===== config.mk =====
export PLATFORM = sky130hd
export DESIGN_NAME = afrg_ctrl
export DESIGN_NICKNAME = d
export VERILOG_FILES = /design/src/sv/afrg_pkg.sv /design/src/sv/afrg_ctrl.sv
export SDC_FILE = /design/constraint.sdc
export NUM_CORES = 1
export LEC_CHECK = 0
export ABC_CLOCK_PERIOD_IN_PS = 1700
export BUFFER_PORTS_ARGS = -buffer_cell sky130_fd_sc_hd__buf_4
export CAP_MARGIN = 20
export CELL_PAD_IN_SITES_DETAIL_PLACEMENT = 0
export CELL_PAD_IN_SITES_GLOBAL_PLACEMENT = 2
export CORE_MARGIN = 2
export CORE_UTILIZATION = 26
export DETAILED_ROUTE_END_ITERATION = 10
export GPL_TIMING_DRIVEN = 0
export PLACE_DENSITY_LB_ADDON = 0.1
export SYNTH_ARGS = -nofsm -noshare
export SYNTH_HDL_FRONTEND = slang
export SYNTH_SLANG_ARGS = --single-unit

===== constraint.sdc =====
create_clock -name aclk -period 1.7 [get_ports aclk]
set_input_delay 0.255 -clock aclk [delete_from_list [all_inputs] [get_ports aclk]]
set_output_delay 0.255 -clock aclk [all_outputs]
set_load 0.02 [all_outputs]

===== src/sv/afrg_pkg.sv =====
`timescale 1ns / 1ps

package afrg_pkg;

    localparam int RING_DEPTH_DEF    = 64;
    localparam int WARMUP_ROUNDS_DEF = 10;

    localparam int WORD_W = 32;
    localparam int OUT_W  = 31;
    localparam int CODE_W = 3;
    localparam int DEG_W  = 6;

    typedef logic [CODE_W-1:0] code_t;
    typedef logic [DEG_W-1:0]  degree_t;

    localparam code_t CODE_D0    = 3'd0;
    localparam code_t CODE_D7    = 3'd1;
    localparam code_t CODE_D15   = 3'd2;
    localparam code_t CODE_D31   = 3'd3;
    localparam code_t CODE_D63   = 3'd4;
    localparam code_t CODE_RESET = CODE_D31;

    localparam logic [WORD_W-1:0] SEED_RESET  = 32'd1;
    localparam logic [WORD_W-1:0] LCG_S_MUL   = 32'd1103515245;
    localparam logic [WORD_W-1:0] LCG_S_INC   = 32'd12345;
    localparam logic [63:0]       LCG_L_MUL   = 64'd6364136223846793005;
    localparam logic [WORD_W-1:0] LCG_L_MUL_LO = LCG_L_MUL[31:0];
    localparam logic [WORD_W-1:0] LCG_L_MUL_HI = LCG_L_MUL[63:32];

    typedef enum logic [3:0] {
        ST_BOOT,
        ST_IDLE,
        ST_SETUP,
        ST_FILL,
        ST_SMUL,
        ST_SNEXT,
        ST_WP0,
        ST_WP1,
        ST_WP2,
        ST_WNEXT,
        ST_WARM_RD,
        ST_WARM_WR,
        ST_DRAW_RD,
        ST_DRAW_WR,
        ST_D0_MUL,
        ST_D0_NEXT
    } state_t;

    typedef enum logic [3:0] {
        OP_NONE,
        OP_LOAD,
        OP_MUL_SMALL,
        OP_NEXT_SMALL,
        OP_MUL_P0,
        OP_MUL_P1,
        OP_MUL_P2,
        OP_NEXT_WIDE,
        OP_FILL_WR,
        OP_DRAW_RD,
        OP_DRAW_WR
    } dp_op_t;

    typedef struct packed {
        dp_op_t op;
        logic   boot;
        logic   warm;
        logic   out_load;
    } dp_cmd_t;

    typedef struct packed {
        logic deg_zero;
        logic wide;
        logic fill_last;
        logic warm_last;
    } dp_sts_t;

    function automatic code_t sat_code(input code_t c);
        return (c > CODE_D63) ? CODE_D63 : c;
    endfunction

    function automatic degree_t degree_of(input code_t c);
        degree_t d;
        unique case (c)
            CODE_D0:  d = DEG_W'(0);
            CODE_D7:  d = DEG_W'(7);
            CODE_D15: d = DEG_W'(15);
            CODE_D31: d = DEG_W'(31);
            default:  d = DEG_W'(63);
        endcase
        return d;
    endfunction

endpackage


===== src/sv/afrg_ctrl.sv =====
`timescale 1ns / 1ps

module afrg_ctrl (
    input  logic              aclk,
    input  logic              aresetn,
    input  logic              s_valid,
    output logic              s_ready,
    input  logic              s_req_type,
    output logic              m_valid,
    input  logic              m_ready,
    output afrg_pkg::dp_cmd_t cmd,
    input  afrg_pkg::dp_sts_t sts
);

    afrg_pkg::state_t state_reg;
    afrg_pkg::state_t state_next;
    logic             m_valid_reg;
    logic             m_valid_next;
    logic             out_free;

    assign out_free = !m_valid_reg || m_ready;
    assign s_ready  = (state_reg == afrg_pkg::ST_IDLE);
    assign m_valid  = m_valid_reg;

    always_ff @(posedge aclk) begin
        if (!aresetn) begin
            state_reg   <= afrg_pkg::ST_BOOT;
            m_valid_reg <= 1'b0;
        end else begin
            state_reg   <= state_next;
            m_valid_reg <= m_valid_next;
        end
    end

    always_comb begin
        state_next   = state_reg;
        cmd.op       = afrg_pkg::OP_NONE;
        cmd.boot     = 1'b0;
        cmd.warm     = 1'b0;
        cmd.out_load = 1'b0;
        unique case (state_reg)
            afrg_pkg::ST_BOOT: begin
                cmd.op     = afrg_pkg::OP_LOAD;
                cmd.boot   = 1'b1;
                state_next = afrg_pkg::ST_SETUP;
            end
            afrg_pkg::ST_IDLE: begin
                if (s_valid) begin
                    if (s_req_type) begin
                        cmd.op     = afrg_pkg::OP_LOAD;
                        state_next = afrg_pkg::ST_SETUP;
                    end else if (sts.deg_zero) begin
                        state_next = afrg_pkg::ST_D0_MUL;
                    end else begin
                        state_next = afrg_pkg::ST_DRAW_RD;
                    end
                end
            end
            afrg_pkg::ST_SETUP: begin
                state_next = sts.deg_zero ? afrg_pkg::ST_IDLE : afrg_pkg::ST_FILL;
            end
            afrg_pkg::ST_FILL: begin
                cmd.op = afrg_pkg::OP_FILL_WR;
                if (sts.fill_last) begin
                    state_next = afrg_pkg::ST_WARM_RD;
                end else if (sts.wide) begin
                    state_next = afrg_pkg::ST_WP0;
                end else begin
                    state_next = afrg_pkg::ST_SMUL;
                end
            end
            afrg_pkg::ST_SMUL: begin
                cmd.op     = afrg_pkg::OP_MUL_SMALL;
                state_next = afrg_pkg::ST_SNEXT;
            end
            afrg_pkg::ST_SNEXT: begin
                cmd.op     = afrg_pkg::OP_NEXT_SMALL;
                state_next = afrg_pkg::ST_FILL;
            end
            afrg_pkg::ST_WP0: begin
                cmd.op     = afrg_pkg::OP_MUL_P0;
                state_next = afrg_pkg::ST_WP1;
            end
            afrg_pkg::ST_WP1: begin
                cmd.op     = afrg_pkg::OP_MUL_P1;
                state_next = afrg_pkg::ST_WP2;
            end
            afrg_pkg::ST_WP2: begin
                cmd.op     = afrg_pkg::OP_MUL_P2;
                state_next = afrg_pkg::ST_WNEXT;
            end
            afrg_pkg::ST_WNEXT: begin
                cmd.op     = afrg_pkg::OP_NEXT_WIDE;
                state_next = afrg_pkg::ST_FILL;
            end
            afrg_pkg::ST_WARM_RD: begin
                cmd.op     = afrg_pkg::OP_DRAW_RD;
                state_next = afrg_pkg::ST_WARM_WR;
            end
            afrg_pkg::ST_WARM_WR: begin
                cmd.op     = afrg_pkg::OP_DRAW_WR;
                cmd.warm   = 1'b1;
                state_next = sts.warm_last ? afrg_pkg::ST_IDLE : afrg_pkg::ST_WARM_RD;
            end
            afrg_pkg::ST_DRAW_RD: begin
                cmd.op     = afrg_pkg::OP_DRAW_RD;
                state_next = afrg_pkg::ST_DRAW_WR;
            end
            afrg_pkg::ST_DRAW_WR: begin
                if (out_free) begin
                    cmd.op       = afrg_pkg::OP_DRAW_WR;
                    cmd.out_load = 1'b1;
                    state_next   = afrg_pkg::ST_IDLE;
                end
            end
            afrg_pkg::ST_D0_MUL: begin
                cmd.op     = afrg_pkg::OP_MUL_SMALL;
                state_next = afrg_pkg::ST_D0_NEXT;
            end
            afrg_pkg::ST_D0_NEXT: begin
                if (out_free) begin
                    cmd.op       = afrg_pkg::OP_NEXT_SMALL;
                    cmd.out_load = 1'b1;
                    state_next   = afrg_pkg::ST_IDLE;
                end
            end
            default: begin
                state_next = afrg_pkg::ST_BOOT;
            end
        endcase
    end

    always_comb begin
        if (cmd.out_load) begin
            m_valid_next = 1'b1;
        end else if (m_ready) begin
            m_valid_next = 1'b0;
        end else begin
            m_valid_next = m_valid_reg;
        end
    end

`ifndef NO_ASSERTIONS
    a_load_only_when_free: assert property (@(posedge aclk) disable iff (!aresetn)
        cmd.out_load |-> out_free)
        else $error("result word loaded over an untaken word");

    a_valid_from_draw: assert property (@(posedge aclk) disable iff (!aresetn)
        $rose(m_valid_reg) |->
            $past(state_reg == afrg_pkg::ST_DRAW_WR || state_reg == afrg_pkg::ST_D0_NEXT))
        else $error("result word raised outside a draw");

    a_fill_needs_ring: assert property (@(posedge aclk) disable iff (!aresetn)
        (cmd.op == afrg_pkg::OP_FILL_WR) |-> !sts.deg_zero)
        else $error("ring fill at degree zero");
`endif

endmodule


* Word-level counts from Yosys, hierarchy flattened *
Index checks and enable logic that the tools add are counted.

word-level totals
  bits in writable memories = 0
  register bits = 5
  word-level logic and storage cells = 48
  latch bits = 0
  ROM bits = 0
  memories = 0
  input port bits = 9

cells by class
  equal/unequal tests = 17
  bitwise gates (word level) = 0
  shift operators = 0
  add/sub/neg operators = 0
  multiplexer cells = 20
  divide/modulo/power cells = 0
  magnitude comparators = 0
  reductions and logical operators = 9
  $mul = 0

operators with widths
  kind                                                  count
  one-hot mux 4 bit (14 select lines)                   1
  one-hot mux 4 bit (13 select lines)                   1
  equality test 4 bit (second input constant)           8
  two-way mux 4 bit                                     6
  equality test 4 x 3 -> 1 bit (second input constant)  4
  equality test 4 x 2 -> 1 bit (second input constant)  2
  two-way mux 1 bit                                     8
  two-way mux 2 bit                                     4
  OR reduction 2 bit                                    4
  equality test 4 x 1 -> 1 bit (second input constant)  1
  zero test 4 bit                                       1
  != test 2 x 1 -> 1 bit (second input constant)        1
  != test 2 bit (second input constant)                 1
  AND reduction 2 bit                                   1
  nonzero test 2 bit                                    1
  zero test 1 bit                                       1
  logical OR 1 bit                                      1

* Logic depth before layout (Yosys ltp) *
  word-level depth = 5
  depth in mapped cells = 6

* Worst setup path after synthesis *
OpenSTA, ideal clock, no wires.

  path type = flip-flop to output port
  start = reg state_reg[3]
  end = out cmd[3] (netlist bit)
  setup slack = 0.130 ns
  cell stages (with the launch flop) = 6
  arrival time = 1.315 ns
  cell sequence = dfxtp_1 -> buf_6 -> buf_4 -> o211ai_1 -> o21ai_0 -> o21ai_0

RTL lines
  element                   RTL line         text
  start: declaration        afrg_ctrl.sv:15  afrg_pkg::state_t state_reg;
  start signal: assignment  afrg_ctrl.sv:27  state_reg <= afrg_pkg::ST_BOOT;
  start signal: assignment  afrg_ctrl.sv:30  state_reg <= state_next;
  end: declaration          afrg_ctrl.sv:11  output afrg_pkg::dp_cmd_t cmd,

==> impl_metrics.csv <==
group,metric,value,unit
logic_synthesis,synth_xor_area_share,1.65,%
clocking,cts.sinks,5,
setup_path,cp.arrival,1.35,ns
timing,setup_viol,0,
clocking,clk_latency,0.24,ns
timing,max_clock_freq,625,MHz
clocking,max-clock-path-buffers,2,
clocking,htreeDepth,1,
global_routing,grt_max_degree,20,
timing,worst_slew_pin_slew,0.304,ns
floorplanning,dieArea,0.00241,sq mm
floorplanning,die_h,49.1,microns
place,dp_hpwl,1220,microns
clocking,path_clk_slew,0.04,ns
logic_synthesis,synth_cell_types,32,
detailed_routing,remaining_drc_errors,0,
logic_synthesis,synth_flop_cell,"dfxtp_1",
logic_synthesis,async_flop_share,0,%
place,place_congestion,0.757,
detailed_routing,firstDrtPassIters,4,
finish,syn2layout_area_growth,37.6,%
timing,finalHoldViolCount,0,
pwr,ir_drop,0.000774,V
worst_hold_path,holdCritPathClass,"input pin to register",
global_routing,grt_overflow,0,
clocking,cts_tree,"yes",
logic_synthesis,postSynthAreaPerCell,6.62,sq um
floorplanning,initial_core_util,27.3,%
detailed_routing,wl_per_cell,12.1,microns
finish,nets,110,
place,pre_cts_slack,0.209,ns
place,dp_cells,124,
logic_synthesis,yosys_warnings,0,
floorplanning,ioPinCount,18,
setup_path,crit_required,1.44,ns
worst_hold_path,min_path_cells,3,
finish,fill_cells,225,
finish,antenna_cells,0,
logic_synthesis,syn_area,529,sq um
logic_synthesis,synth_compound_area_share,34.0,%
clocking,clockRootBuffer,"clkbuf_4",
floorplanning,die_w,49.1,microns
setup_path,cp-start-kind,"register",
clocking,numCtsBuffers,3,
logic_synthesis,ys_seq_area_share,18.9,%
timing,fin_worst_skew,0.00320,ns
finish,drive_above_1_share,30.0,%
floorplanning,coreArea,0.00194,sq mm
finish,largest_reg_flops,4,
logic_synthesis,synth-adder-area-share,0,%
detailed_routing,num_vias,622,
timing,period_needed,1.60,ns
timing,final.setup.tns,0,ns
timing,relSlewSlack,79.8,%
timing,slew_viol_final,0,
logic_synthesis,syn_inst,80,
setup_path,criticalPathCategory,"register to output pin",
detailed_routing,finalWirelength,1540,microns
timing,timing.final.ws_setup,0.0988,ns
setup_path,cp_max_fo,19,
global_routing,antenna_found_initial,0,
pwr,power_leakage,0.295,nW
run_status,status,"complete, no violations",
timing,rsz0062_at_grt,"yes",
floorplanning,rows,16,
global_routing,grtUsageTotal,14.0,%
timing,post-route-period-util,94.2,%
setup_path,end_kind,"output pin",
global_routing,grt_pass1_vias,626,
logic_synthesis,syn-num-nets,89,
logic_synthesis,synth_edf_count,0,
setup_path,reg2reg_depth,4,
global_routing,grt_pass1_wl,2620,microns
pwr,power.density,1550,mW/mm^2
detailed_routing,via_per_inst,4.90,
finish,final_cells,127,
place,port_buffers,17,
logic_synthesis,ys_ff_latch,5,
logic_synthesis,synth_mux_area_share,0,%
detailed_routing,drt_iter0_drc,20,
detailed_routing,antenna_left,0,
clocking,postCtsHoldBufs,0,
logic_synthesis,synth_top_family_by_area,"compound AO/OA/AOI/OAI gates",
logic_synthesis,yosys.area_share.simple,31.4,%
flow_run,drv_cap,0,
## timing repair
action | 4_1_cts | 5_1_grt
gates resized for setup | 4 | 7
pin swaps | 1 | 2
setup endpoints to repair | 4 | 6
buffers inserted | 1 | 0
gates cloned | 0 | 0
## final cells by class
| cell class | count | area [sq um] | share of cell area (%) |
|---|---|---|---|
| multi-input cells | 63 | 358 | 49.1 |
| repair buffers | 18 | 135 | 18.6 |
| flip-flops and latches | 5 | 104 | 14.3 |
| plain buffers | 6 | 56.3 | 7.73 |
| well taps | 27 | 33.8 | 4.64 |
| clock buffers | 4 | 26.3 | 3.61 |
| inverters | 4 | 15.0 | 2.06 |
## per-layer routing
layer	track usage (%)	share of wire [%]	up-vias	wire (microns)
li1	-	-	328	-
met1	18.1	47	277	726
met2	21.2	49	15	759
met3	1.23	2.9	2	45
met4	11.0	0.52	0	8
met5	0	0	-	0
## cell families (layout without fill, tap and decap cells)
kind of cell    count (synthesis)  after routing
simple gates                   34             34
compound gates                 28             28
buf+inv                        12             32
flops                           5              5
xor+xnor                        1              1
## path summary, 6_finish.rpt
path | end | slack, ns | from
hold reg to reg | m_valid$_SDFFE_PN0P_ | 0.57 | m_valid$_SDFFE_PN0P_
hold / removal | state_reg[3]$_SDFFE_PN0P_ | 0.31 | aresetn
setup / recovery | cmd[4] | 0.1 | state_reg[2]$_SDFFE_PN0P_
setup reg to reg | state_reg[1]$_SDFFE_PN0P_ | 0.43 | state_reg[3]$_SDFFE_PN0P_
## worst max-delay path, stage by stage (launching register included)
cell,delay [ns]
dfxtp_1,0.32
buf_6,0.16
or2b_1,0.27
a21oi_1,0.15
nor3_1,0.06
buf_4,0.15
## cells in the mapped netlist, types with 2 or more instances
master	instances	area share (%)
o21ai_0	8	7.6
nand2_1	10	7.1
inv_1	3	2.1
nand2b_1	3	3.5
dfxtp_1	5	19
nor4_1	2	2.4
o21ai_1	2	1.9
nor3_1	5	4.7
nand3_1	2	1.9
buf_2	2	1.9
o22ai_1	2	2.4
a21boi_0	2	2.8
buf_4	5	7.1
nor2_1	7	5.0
a21oi_1	4	3.8
or3_1	2	2.4
## cell usage in the layout (no fill, tap or decap), drive strengths merged
cell	count
nor2	7
o211ai	1
a32o	1
buf	24
a21boi	3
o21ai	10
a31oi	1
a32oi	1
a222oi	1
a21oi	4
nand3	2
xnor2	1
clkbuf	4
and4b	1
o22ai	2
or2b	1
a21o	1
o32ai	1
nor2b	1
nand2b	3
inv	4
nor3	5
dfxtp	5
nor4	2
or3	2
a2bb2oi	1
o21a	1
nand2	10
## metrics by stage
step	utilization, %	power [mW]	cell area [sq um]	hold WS, ns
final	37.5	1.13	728	0.310
after global routing	37.5	1.24	728	0.315
after CTS	37.1	1.14	721	0.305
after detailed placement	35.6	0.988	691	0.555
after global placement	35.6	1.00	691	0.557
after floorplan	-	0.740	529	0.370
## power breakdown
group / switching (mW) / internal (mW) / total, mW
clock network: 0.0460 / 0.0886 / 0.135
registers: 0.0525 / 0.158 / 0.210
logic: 0.437 / 0.348 / 0.785
No activity file was read; power rests on OpenSTA's default activity.
